### src/hdl/mtg_pkg.sv
// Shared constants, types and the tempering function of the MT19937 generator.
// Used by the controller, the datapath and the top level.
package mtg_pkg;

  localparam int STATE_DEPTH  = 624;
  localparam int TWIST_OFFSET = 397;
  localparam int LAST_INDEX   = STATE_DEPTH - 1;
  localparam int FAR_WRAP     = STATE_DEPTH - TWIST_OFFSET;
  localparam int UNSEEDED     = STATE_DEPTH + 1;
  localparam int ADDR_W       = $clog2(STATE_DEPTH);
  localparam int IDX_W        = $clog2(STATE_DEPTH + 2);

  localparam logic [31:0] TWIST_MATRIX = 32'h9908_b0df;
  localparam logic [31:0] SEED_MULT    = 32'd1812433253;
  localparam logic [31:0] TEMPER_B     = 32'h9d2c_5680;
  localparam logic [31:0] TEMPER_C     = 32'hefc6_0000;
  localparam logic [31:0] SEED_RESET   = 32'd5489;

  typedef struct packed {
    logic seed_init;
    logic seed_mul;
    logic seed_add;
    logic tw_start;
    logic tw_load;
    logic tw_rd;
    logic tw_calc;
    logic draw_load;
  } cmd_t;

  typedef struct packed {
    logic unseeded;
    logic at_end;
    logic cnt_last;
    logic out_free;
  } status_t;

  function automatic logic [31:0] temper(input logic [31:0] w);
    logic [31:0] y;
    y = w ^ (w >> 11);
    y = y ^ ((y << 7) & TEMPER_B);
    y = y ^ ((y << 15) & TEMPER_C);
    y = y ^ (y >> 18);
    return y;
  endfunction

endpackage

### src/hdl/mtg_ctrl.sv
// Controller state machine: sequences seeding, twisting and drawing.
// Depends on mtg_pkg for the command and status types.
module mtg_ctrl (
  input  logic             clk,
  input  logic             rst,
  input  logic             in_valid,
  output logic             in_ready,
  input  logic             restart,
  input  mtg_pkg::status_t status,
  output mtg_pkg::cmd_t    cmd
);
  import mtg_pkg::*;

  typedef enum logic [9:0] {
    S_IDLE      = 10'b00_0000_0001,
    S_SEED_INIT = 10'b00_0000_0010,
    S_SEED_MUL  = 10'b00_0000_0100,
    S_SEED_ADD  = 10'b00_0000_1000,
    S_TW_START  = 10'b00_0001_0000,
    S_TW_LOAD   = 10'b00_0010_0000,
    S_TW_RD     = 10'b00_0100_0000,
    S_TW_CALC   = 10'b00_1000_0000,
    S_READ      = 10'b01_0000_0000,
    S_DRAW      = 10'b10_0000_0000
  } state_t;

  state_t state;
  state_t state_next;

  always_ff @(posedge clk) begin
    if (rst) begin
      state <= S_IDLE;
    end else begin
      state <= state_next;
    end
  end

  always_comb begin
    state_next = state;
    cmd        = '0;
    in_ready   = 1'b0;
    case (state)
      S_IDLE: begin
        in_ready = 1'b1;
        if (in_valid) begin
          if (restart || status.unseeded) begin
            state_next = S_SEED_INIT;
          end else if (status.at_end) begin
            state_next = S_TW_START;
          end else begin
            state_next = S_READ;
          end
        end
      end
      S_SEED_INIT: begin
        cmd.seed_init = 1'b1;
        state_next    = S_SEED_MUL;
      end
      S_SEED_MUL: begin
        cmd.seed_mul = 1'b1;
        state_next   = S_SEED_ADD;
      end
      S_SEED_ADD: begin
        cmd.seed_add = 1'b1;
        state_next   = status.cnt_last ? S_TW_START : S_SEED_MUL;
      end
      S_TW_START: begin
        cmd.tw_start = 1'b1;
        state_next   = S_TW_LOAD;
      end
      S_TW_LOAD: begin
        cmd.tw_load = 1'b1;
        state_next  = S_TW_RD;
      end
      S_TW_RD: begin
        cmd.tw_rd  = 1'b1;
        state_next = S_TW_CALC;
      end
      S_TW_CALC: begin
        cmd.tw_calc = 1'b1;
        state_next  = status.cnt_last ? S_READ : S_TW_RD;
      end
      S_READ: begin
        state_next = S_DRAW;
      end
      S_DRAW: begin
        if (status.out_free) begin
          cmd.draw_load = 1'b1;
          state_next    = S_IDLE;
        end
      end
      default: begin
        state_next = S_IDLE;
      end
    endcase
  end

endmodule

### config.mk
export PLATFORM = sky130hd
export DESIGN_NAME = mtg_ctrl
export DESIGN_NICKNAME = d
export VERILOG_FILES = /design/src/hdl/mtg_pkg.sv /design/src/hdl/mtg_ctrl.sv
export SDC_FILE = /design/constraint.sdc
export NUM_CORES = 1
export LEC_CHECK = 0
export BUFFER_PORTS_ARGS = -buffer_cell sky130_fd_sc_hd__buf_4
export CAP_MARGIN = 15
export CELL_PAD_IN_SITES_DETAIL_PLACEMENT = 0
export CELL_PAD_IN_SITES_GLOBAL_PLACEMENT = 2
export CORE_MARGIN = 5
export CORE_UTILIZATION = 27
export DETAILED_ROUTE_END_ITERATION = 7
export PLACE_DENSITY = 0.82
export SLEW_MARGIN = 40
export SYNTH_ARGS = -nofsm -noshare
export SYNTH_HDL_FRONTEND = slang
export SYNTH_SLANG_ARGS = --single-unit
### constraint.sdc
create_clock -name clk -period 2.3 [get_ports clk]
set_clock_uncertainty 0.05 [all_clocks]
set_input_delay 0.345 -clock clk [delete_from_list [all_inputs] [get_ports clk]]
set_output_delay 0.345 -clock clk [all_outputs]
set_load 0.01 [all_outputs]
## Word level (Yosys, flattened, before mapping)

Cells that the tools add are included.

- Output and inout bits: 9
- Bits of input ports: 8
- Flip-flop bits (word level): 10

- Reduce and logical (&&, ||, !) cells: 2
- Multiplexer cells: 17
- Eq/ne operators: 12

Operators with widths:

| operator | count |
|---|---|
| one-hot mux 10 bit (10 select lines) | 1 |
| 2-to-1 mux 9 bit | 3 |
| 2-to-1 mux 10 bit | 2 |
| == test 10 x 1 -> 1 bit, second input constant | 1 |
| == test 10 bit, second input constant | 1 |
| == test 10 x 2 -> 1 bit, second input constant | 1 |
| == test 10 x 3 -> 1 bit, second input constant | 1 |
| == test 10 x 4 -> 1 bit, second input constant | 1 |
| == test 10 x 5 -> 1 bit, second input constant | 1 |
| == test 10 x 6 -> 1 bit, second input constant | 1 |
| == test 10 x 7 -> 1 bit, second input constant | 1 |
| == test 10 x 8 -> 1 bit, second input constant | 1 |
| == test 10 x 9 -> 1 bit, second input constant | 1 |
| 2-to-1 mux 1 bit | 10 |
| 2-to-1 mux 5 bit | 1 |
| inequality test 2 bit, second input constant | 2 |
| AND reduction 2 bit | 1 |
| logical OR 1 bit | 1 |

## Longest topological paths before layout

Gate-level depths: netlist of run 1.

- Depth after elaboration: 4
- Mapped depth: 4
- Mapped depth without buffers: 4

## Worst setup path before layout of run 1

OpenSTA, ideal clock, no wires.

- Path type: register to register
- Start point: register state[7]
- End point: register state[4]
- Library setup time: 0.072 ns
- Stages on the path, launching flop included: 5
- Arrival: 1.556 ns
- Slack: 0.621 ns
- Period minus slack after synthesis: 1.679 ns
- Cells stage by stage: dfxtp_1 > nor4_4 > nand4_2 > or4b_4 > a21oi_2

- Word-level cells in the longest chain between the ends: 3
- Elaborated cells on any way between the ends: 14
- Those cells by class: eq/ne: 12; mux: 1; reduce/logical: 1

RTL lines:

| item | RTL line | source |
|---|---|---|
| start, declared | mtg_ctrl.sv:27 | `state_t state;` |
| start signal, assigned | mtg_ctrl.sv:34 | `state <= state_next;` |
| == test 10 bit / == test 10 x 1 -> 1 bit (equally long branches) | mtg_ctrl.sv:42 | `case (state)` |
| inequality test 2 bit (no source line) | n/a |  |
| AND reduction 2 bit (no source line) | n/a |  |

Several ways; a longest one is shown, not always the timed one.
A chain may end at the register's enable or synchronous reset.

==> results of run 1 <==
[kinds of logic after synthesis]
logic type	Yosys count	synth area share
flops	10	0.3232
simple gates	52	0.4930
compound gates	11	0.1313
xor+xnor	2	0.02829
buf+inv	4	0.02424
[critical path: stages (launching register included)]
cell,delay [ns]
sky130_fd_sc_hd__dfxtp_1,0.37
sky130_fd_sc_hd__nor4_2,0.42
sky130_fd_sc_hd__and2_1,0.23
sky130_fd_sc_hd__nand2_1,0.08
sky130_fd_sc_hd__nor2_1,0.11
sky130_fd_sc_hd__buf_4,0.12
[stage by stage]
stage          area (µm²)    util
2_1_floorplan       619.3       -
3_3_place_gp        782.0  0.3569
3_5_place_dp        782.0  0.3569
4_1_cts             818.3  0.3735
5_1_grt             818.3  0.3735
6_report            818.3  0.3735
[cell usage after synthesis (all sizes together)]
master | n | area [µm²]
nand2 | 6 | 22.52
o311ai | 1 | 8.760
a31oi | 1 | 6.260
xor2 | 1 | 8.760
and3 | 1 | 6.260
nor4b | 1 | 8.760
o221ai | 1 | 8.760
nand2b | 5 | 31.28
nand3 | 4 | 20.02
xnor2 | 1 | 8.760
nor4 | 3 | 40.04
or3 | 1 | 6.260
o32a | 1 | 10.01
a211o | 1 | 8.760
or4 | 1 | 7.510
a211oi | 2 | 15.01
inv | 4 | 15.01
dfxtp | 10 | 200.2
nand3b | 3 | 22.52
nor2 | 16 | 62.56
nor3 | 4 | 20.02
a21oi | 4 | 23.77
or4b | 1 | 13.76
and2 | 1 | 6.260
nand4 | 2 | 18.77
nor2b | 2 | 12.51
or2 | 1 | 6.260
[final timing paths]
| kind | slack, ns | from | cells past startpoint | end |
|---|---|---|---|---|
| hold / removal | 0.18 | rst | 2 | state[9]$_SDFFE_PP0P_ |
| hold reg to reg | 0.47 | state[6]$_SDFFE_PP0P_ | 2 | state[7]$_SDFFE_PP0P_ |
| setup reg to reg | 0.41 | state[7]$_SDFFE_PP0P_ | 5 | state[1]$_SDFFE_PP0P_ |
| setup / recovery | 0.29 | state[9]$_SDFFE_PP0P_ | 5 | cmd[3] |
[per-layer routing]
metal,global-route usage,vias up,wire [µm]
met4,0.06954,0,48
met5,0,-,0
li1,-,329,-
met3,0.02673,5,65
met2,0.1597,17,691
met1,0.1370,286,771
[final cells by class]
class	instances	area, µm²	area share
sequential	10	200.2	0.2446
multi-input combinational	65	404.1	0.4939
clock buffer	4	36.28	0.04434
tap	28	35.03	0.04281
timing repair buffer	17	127.6	0.1560
inverter	4	15.01	0.01835
[power by group]
part / internal [mW] / switching [mW] / total [mW] / leakage (nW)
logic: 0.0845 / 0.106 / 0.190 / 0.210
clock network: 0.0964 / 0.0701 / 0.166 / 0.0210
registers: 0.186 / 0.0209 / 0.207 / 0.0811
==> insert_results.sql, run 1 <==
INSERT INTO impl_metrics (metric_group, metric, value, unit) VALUES
('clock_tree', 'post_cts.resized_instances', '0', ''),
('clock_tree', 'clk_latency', '0.28', 'ns'),
('yosys', 'distinct_cell_type_count_after_synthesis', '32', ''),
('cells_and_area', 'drive_above_1_share', '0.2800', ''),
('flow_run', 'maxCapViolations', '0', ''),
('clock_tree', 'cts_setup_buffers', '0', ''),
('sta', 'setup_total_negative_slack', '0', 'ns'),
('pwr', 'report.power.total', '0.5637', 'mW'),
('placed_design', 'gp_congestion', '0.7593', ''),
('sta', 'setup_viol', '0', ''),
('sta', 'finalHoldViolations', '0', ''),
('placed_design', 'pre_cts_ws', '0.4335', 'ns'),
('worst_setup_path', 'critical_path_required', '1.90', 'ns'),
('clock_tree', 'htree_num_levels', '1', ''),
('worst_setup_path', 'critPathCaptureType', 'primary output', ''),
('yosys', 'syn_area', '619.3', 'µm²'),
('worst_setup_path', 'timing.critical_path.from_type', 'flip-flop', ''),
('die', 'rows', '17', ''),
('die', 'design.core.area', '0.002191', 'mm²'),
('cells_and_area', 'final_common_cell', 'sky130_fd_sc_hd__buf_4', ''),
('clock_tree', 'clock_sinks', '10', ''),
('yosys', 'synth_nets', '87', ''),
('drt', 'drt-wirelength-per-cell', '12.31', 'µm'),
('cells_and_area', 'final.fill_count', '223', ''),
('yosys', 'ys_warn_count', '0', ''),
('cells_and_area', 'layout_top_registers', 'state: 10 flops', ''),
('pwr', 'power_density', '688.9', 'mW/mm²'),
('cells_and_area', 'final_nets', '109', ''),
('pwr', 'ir_worst_vdd', '0.0002589', 'V'),
('drt', 'drtAntennaViolNets', '0', ''),
('global_routing', 'via_count_of_the_first_global_routing_pass', '644', ''),
('die', 'io-pin-count', '17', ''),
('global_routing', 'wire_length_of_the_first_global_routing_pass', '2.766', 'mm'),
('cells_and_area', 'antenna_cells', '0', ''),
('sta', 'final.hold.worst_slack', '0.1847', 'ns'),
('cells_and_area', 'non_filler_instance_count_after_layout', '128', ''),
('die', 'die-width', '57.90', 'µm'),
('worst_setup_path', 'setup.worst_path.class', 'flip-flop to primary output', ''),
('run_status', 'run_status', 'complete, no violations', ''),
('sta', 'final-max-slew-violation-count', '0', ''),
('worst_setup_path', 'worst_path_max_fanout', '7', ''),
('drt', 'post_detailed_route_via_to_cell_ratio', '4.977', ''),
('global_routing', 'grt-ovfl-total', '0', ''),
('die', 'die_area', '0.003352', 'mm²'),
('drt', 'drt-pass1-iter-count', '4', ''),
('worst_setup_path', 'worstPathArrival', '1.61', 'ns'),
('clock_tree', 'clkSlewWorstSetupHoldPaths', '0.07', 'ns'),
('yosys', 'synthesized_flop_and_latch_total', '10', ''),
('placed_design', 'dpl.cell_count', '124', ''),
('global_routing', 'global_route.usage.total', '0.1075', ''),
('clock_tree', 'clk_root_buffer_cell', 'sky130_fd_sc_hd__clkbuf_4', ''),
('hold_path', 'path_category_of_the_worst_min_delay_check', 'input port to flip-flop', ''),
('sta', 'timing.final.crit_share', '0.8719', ''),
('pwr', 'static-leakage-power', '0.3120', 'nW'),
('yosys', 'ys_seq_area_frac', '0.3232', ''),
('sta', 'maxClockFrequency', '498.6', 'MHz'),
('placed_design', 'placement.io_buffers', '16', ''),
('yosys', 'syn_inst', '79', ''),
('drt', 'num_vias', '637', ''),
('sta', 'rsz0062_at_grt', 'no', ''),
('cells_and_area', 'commonest_cells_after_routing_fill_and_taps_aside', '17 x sky130_fd_sc_hd__buf_4, 15 x sky130_fd_sc_hd__nor2_1, 10 x sky130_fd_sc_hd__dfxtp_1', ''),
('placed_design', 'dp.final_hpwl', '1.257', 'mm'),
('cells_and_area', 'top_register', 'state', ''),
('cells_and_area', 'areaGrowthSynthToFinish', '32.12', '%'),
('cells_and_area', 'largest_register_ff_count', '10', ''),
('die', 'initial_core_util', '0.2827', ''),
('global_routing', 'antenna_found_initial', '0', ''),
('clock_tree', 'numCtsBuffers', '3', ''),
('drt', 'initialDrtViolationCount', '14', ''),
('sta', 'slew_headroom', '0.7485', ''),
('clock_tree', 'tritoncts_clock_tree', 'done', ''),
('global_routing', 'grt_start_max_net_pins', '9', ''),
('sta', 'postLayoutSetupSlackWorst', '0.2945', 'ns'),
('sta', 'finalCriticalPeriod', '2.005', 'ns'),
('sta', 'tightestPinTransition', '0.3744', 'ns'),
('clock_tree', 'holdBufCountCts', '0', ''),
('yosys', 'syn_area_per_cell', '7.840', 'µm²'),
('clock_tree', 'cts_buffer_depth', '2', ''),
('die', 'die_h', '57.90', 'µm'),
('drt', 'drt_wl_total', '1.576', 'mm'),
('drt', 'drc', '0', '');
(Power assumes the default switching activity.)
==> run 2: changes to the inputs <==
ABC_AREA = 1   (was default)
CORE_UTILIZATION = 26   (was 27)
PLACE_DENSITY = 0.84   (was 0.82)
==> run 2 against run 1 <==
Sequential power increased by 22%. Final cell count increased by 25%. Worst setup slack improved by 0.27 ns. Critical path depth is 1 higher. Largest power group is now combinational logic. Critical path type unchanged. Synthesized cell count up 41%. Register-to-register slack improved by 0.46 ns. Largest cell class unchanged. Utilization decreased by 2.7 points. Critical endpoint is now cmd[7]. Via count grew 5.0%. Fmax grew 15%. Die area increased by 12%.
==> insert_results.sql, run 2 <==
INSERT INTO impl_metrics (metric_group, metric, value, unit) VALUES
('run_status', 'run_status', 'complete, no violations', ''),
('global_routing', 'grt_util_met2', '0.1647', ''),
('pwr', 'power.switching_fraction', '0.4938', ''),
('sta', 'finalHoldViolations', '0', ''),
('yosys', 'synth_top_cell_by_area', 'sky130_fd_sc_hd__dfxtp_1', ''),
('drt', 'drt-wirelength-per-cell', '10.19', 'µm'),
('die', 'rows', '18', ''),
('flow_run', 'maxCapViolations', '0', ''),
('cells_and_area', 'non_filler_instance_count_after_layout', '160', ''),
('clock_tree', 'holdBufCountCts', '0', ''),
('clock_tree', 'cts_buffer_depth', '2', ''),
('cells_and_area', 'final.fill_count', '291', ''),
('worst_setup_path', 'cell_with_the_largest_stage_delay_on_the_worst_path', 'sky130_fd_sc_hd__dfxtp_1', ''),
('cells_and_area', 'top_register', 'state', ''),
('worst_setup_path', 'critPathCaptureType', 'primary output', ''),
('placed_design', 'gp_congestion', '0.7942', ''),
('clock_tree', 'cts_setup_buffers', '0', ''),
('yosys', 'synthesized_flop_and_latch_total', '10', ''),
('sta', 'timing.final.crit_share', '0.7562', ''),
('clock_tree', 'htree_num_levels', '1', ''),
('cells_and_area', 'drive_above_1_share', '0.3077', ''),
('worst_setup_path', 'r2r_setup_slack', '0.87', 'ns'),
('placed_design', 'dp.final_hpwl', '1.362', 'mm'),
('cells_and_area', 'largest_register_ff_count', '10', ''),
('clock_tree', 'tritoncts_clock_tree', 'done', ''),
('yosys', 'syn_inst', '111', ''),
('cells_and_area', 'final_nets', '140', ''),
('cells_and_area', 'commonest_cells_after_routing_fill_and_taps_aside', '24 x sky130_fd_sc_hd__nor2_1, 23 x sky130_fd_sc_hd__nand2_1, 20 x sky130_fd_sc_hd__inv_1', ''),
('pwr', 'power.clock.fraction', '0.121', ''),
('worst_setup_path', 'critical_path_required', '1.90', 'ns'),
('cells_and_area', 'antenna_cells', '0', ''),
('cells_and_area', 'final_common_cell', 'sky130_fd_sc_hd__nor2_1', ''),
('clock_tree', 'numCtsBuffers', '3', ''),
('drt', 'drt-pass1-iter-count', '4', ''),
('worst_setup_path', 'timing.critical_path.from_type', 'flip-flop', ''),
('yosys', 'syn_area_per_cell', '6.188', 'µm²'),
('yosys', 'synth_edf_count', '0', ''),
('yosys', 'asyncSetResetFlopFracSynth', '0', ''),
('placed_design', 'dpl.cell_count', '157', ''),
('worst_setup_path', 'critical_path.max_stage_delay', '0.33', 'ns'),
('hold_path', 'path_category_of_the_worst_min_delay_check', 'input port to flip-flop', ''),
('sta', 'tightestPinTransition', '0.2366', 'ns'),
('yosys', 'most_frequent_cell_after_synthesis', 'sky130_fd_sc_hd__nor2_1', ''),
('yosys', 'distinct_cell_type_count_after_synthesis', '19', ''),
('yosys', 'ranking_of_synthesized_cells_by_area', 'sky130_fd_sc_hd__dfxtp_1 29%, sky130_fd_sc_hd__nor2_1 13%, sky130_fd_sc_hd__nand2_1 13%, sky130_fd_sc_hd__inv_1 11%, sky130_fd_sc_hd__nor2_2 4.6%', ''),
('pwr', 'power_density', '1160', 'mW/mm²'),
('yosys', 'synth_common_cells', '24 x sky130_fd_sc_hd__nor2_1, 23 x sky130_fd_sc_hd__nand2_1, 20 x sky130_fd_sc_hd__inv_1', ''),
('yosys', 'syn_area', '686.9', 'µm²'),
('sta', 'setup_total_negative_slack', '0', 'ns'),
('worst_setup_path', 'path_cells', 'nor2_2 -> inv_1 -> nor2_4 -> nand2_1 -> inv_1 -> buf_4', ''),
('global_routing', 'antenna_found_initial', '0', ''),
('clock_tree', 'post_cts.resized_instances', '0', ''),
('die', 'die_area', '0.003770', 'mm²'),
('drt', 'initialDrtViolationCount', '16', ''),
('global_routing', 'groute.layer.met1.usage', '0.1385', ''),
('yosys', 'synth_largest_type_area_fraction', '0.2914', ''),
('die', 'design.core.area', '0.002500', 'mm²'),
('die', 'die-width', '61.40', 'µm'),
('global_routing', 'grt_busiest_layer', 'met2', ''),
('sta', 'slew_headroom', '0.8410', ''),
('worst_setup_path', 'worst_path_max_fanout', '4', ''),
('drt', 'drc', '0', ''),
('pwr', 'comb_power_share', '0.629', ''),
('yosys', 'ys_warn_count', '0', ''),
('worst_setup_path', 'crit_top_cell', 'sky130_fd_sc_hd__inv_1', ''),
('sta', 'setup_viol', '0', ''),
('pwr', 'power_report.internal_total', '0.5092', 'mW'),
('worst_setup_path', 'worstSetupEndpoint', 'cmd[7]', ''),
('yosys', 'ys_seq_area_frac', '0.2914', ''),
('global_routing', 'global_route.usage.total', '0.1024', ''),
('cells_and_area', 'layout_top_registers', 'state: 10 flops', ''),
('clock_tree', 'clk_root_buffer_cell', 'sky130_fd_sc_hd__clkbuf_4', ''),
('global_routing', 'wire_length_of_the_first_global_routing_pass', '2.822', 'mm'),
('placed_design', 'placement.io_buffers', '16', ''),
('cells_and_area', 'areaGrowthSynthToFinish', '26.23', '%'),
('worst_setup_path', 'critical_path.reg2reg.endpoint', 'state[4]$_SDFFE_PP0P_', ''),
('yosys', 'synth_nets', '119', ''),
('global_routing', 'globalRouteMet3Util', '0.02306', ''),
('worst_setup_path', 'setup.worst_path.class', 'flip-flop to primary output', ''),
('worst_setup_path', 'timing.rr.start', 'state[2]$_SDFFE_PP0P_', ''),
('global_routing', 'grt_start_max_net_pins', '9', ''),
('drt', 'num_vias', '669', ''),
('yosys', 'yosys_most_used_dff', 'sky130_fd_sc_hd__dfxtp_1', ''),
('sta', 'finalCriticalPeriod', '1.739', 'ns'),
('clock_tree', 'clk_latency', '0.26', 'ns'),
('worst_setup_path', 'critical_path.startpoint', 'state[2]$_SDFFE_PP0P_', ''),
('clock_tree', 'clkSlewWorstSetupHoldPaths', '0.07', 'ns'),
('global_routing', 'grt-ovfl-total', '0', ''),
('pwr', 'ir_worst_vdd', '0.0007250', 'V'),
('drt', 'drt_wl_total', '1.631', 'mm'),
('clock_tree', 'clock_sinks', '10', ''),
('pwr', 'share_seq_of_total_power', '0.250', ''),
('global_routing', 'via_count_of_the_first_global_routing_pass', '653', ''),
('worst_setup_path', 'r2r_cells', '8', ''),
('pwr', 'total_switching_power', '0.4966', 'mW'),
('drt', 'drtAntennaViolNets', '0', ''),
('sta', 'rsz0062_at_grt', 'no', ''),
('pwr', 'static-leakage-power', '0.4855', 'nW'),
('drt', 'post_detailed_route_via_to_cell_ratio', '4.181', ''),
('die', 'io-pin-count', '17', ''),
('sta', 'final-max-slew-violation-count', '0', ''),
('die', 'initial_core_util', '0.2748', ''),
('worst_setup_path', 'worstPathArrival', '1.34', 'ns'),
('sta', 'maxClockFrequency', '574.9', 'MHz'),
('die', 'die_h', '61.40', 'µm');
## run 2: cell types whose count changed after synthesis, sizes merged, moves of 3 or more
cell    before  now
nand2        6   28
a21oi        4    0
nand2b       5    0
o21ai        0    6
nor4         3    0
inv          4   23
nor2        16   31
## run 2: worst min path at each step
stage	depth (start not counted)	to	from
after floorplan	1	state[1]$_SDFFE_PP0P_	rst
after global placement	2	state[1]$_SDFFE_PP0P_	rst
after detailed placement	2	state[1]$_SDFFE_PP0P_	rst
after CTS	2	state[1]$_SDFFE_PP0P_	rst
after global routing	2	state[1]$_SDFFE_PP0P_	rst
final	2	state[1]$_SDFFE_PP0P_	rst
## run 2: final cells by class
type                    count  area [µm²]  area share
flip-flops and latches     10       200.2      0.2309
well taps                  30       37.54     0.04329
repair buffers             16       120.1      0.1385
clock buffers               3       22.52     0.02597
inverters                  23       86.33     0.09957
multi-input cells          78       400.4      0.4618
## run 2: cell families after synthesis
family,count (synthesis),synth area share
simple gates,72,0.5392
buf+inv,23,0.1257
flops,10,0.2914
compound gates,6,0.04370
## run 2: power by group through the flow
stage / logic (mW) / clock network (mW) / registers, mW
6_report: 0.633 / 0.122 / 0.252
5_1_grt: 0.712 / 0.126 / 0.259
4_1_cts: 0.644 / 0.121 / 0.252
3_5_place_dp: 0.641 / 0 / 0.257
3_3_place_gp: 0.650 / 0 / 0.255
2_1_floorplan: 0.492 / 0 / 0.250
## run 2: stage by stage
| step | hold slack (ns) | total power [mW] | utilization | instance area, µm² | setup slack [ns] |
|---|---|---|---|---|---|
| global placement | 0.5265 | 0.9053 | 0.3378 | 844.6 | 0.8594 |
| CTS | 0.2529 | 1.017 | 0.3468 | 867.1 | 0.5514 |
| finish | 0.2528 | 1.006 | 0.3468 | 867.1 | 0.5607 |
| detailed placement | 0.5254 | 0.8981 | 0.3378 | 844.6 | 0.8384 |
| floorplan | 0.3647 | 0.7423 | - | 686.9 | 1.022 |
| global route | 0.2582 | 1.097 | 0.3468 | 867.1 | 0.4364 |
## run 2: worst max-delay path, delay by kind of cell, from the launching register on
kind	cells	cell delay, ns
buffers and inverters	3	0.28
flip-flops	1	0.33
AND/OR/NAND/NOR	3	0.48
## run 2: per-layer routing
metal	routed length, µm	vias to the layer above
met2	727	18
met3	96	2
met4	10	0
met1	796	280
met5	0	-
li1	-	369
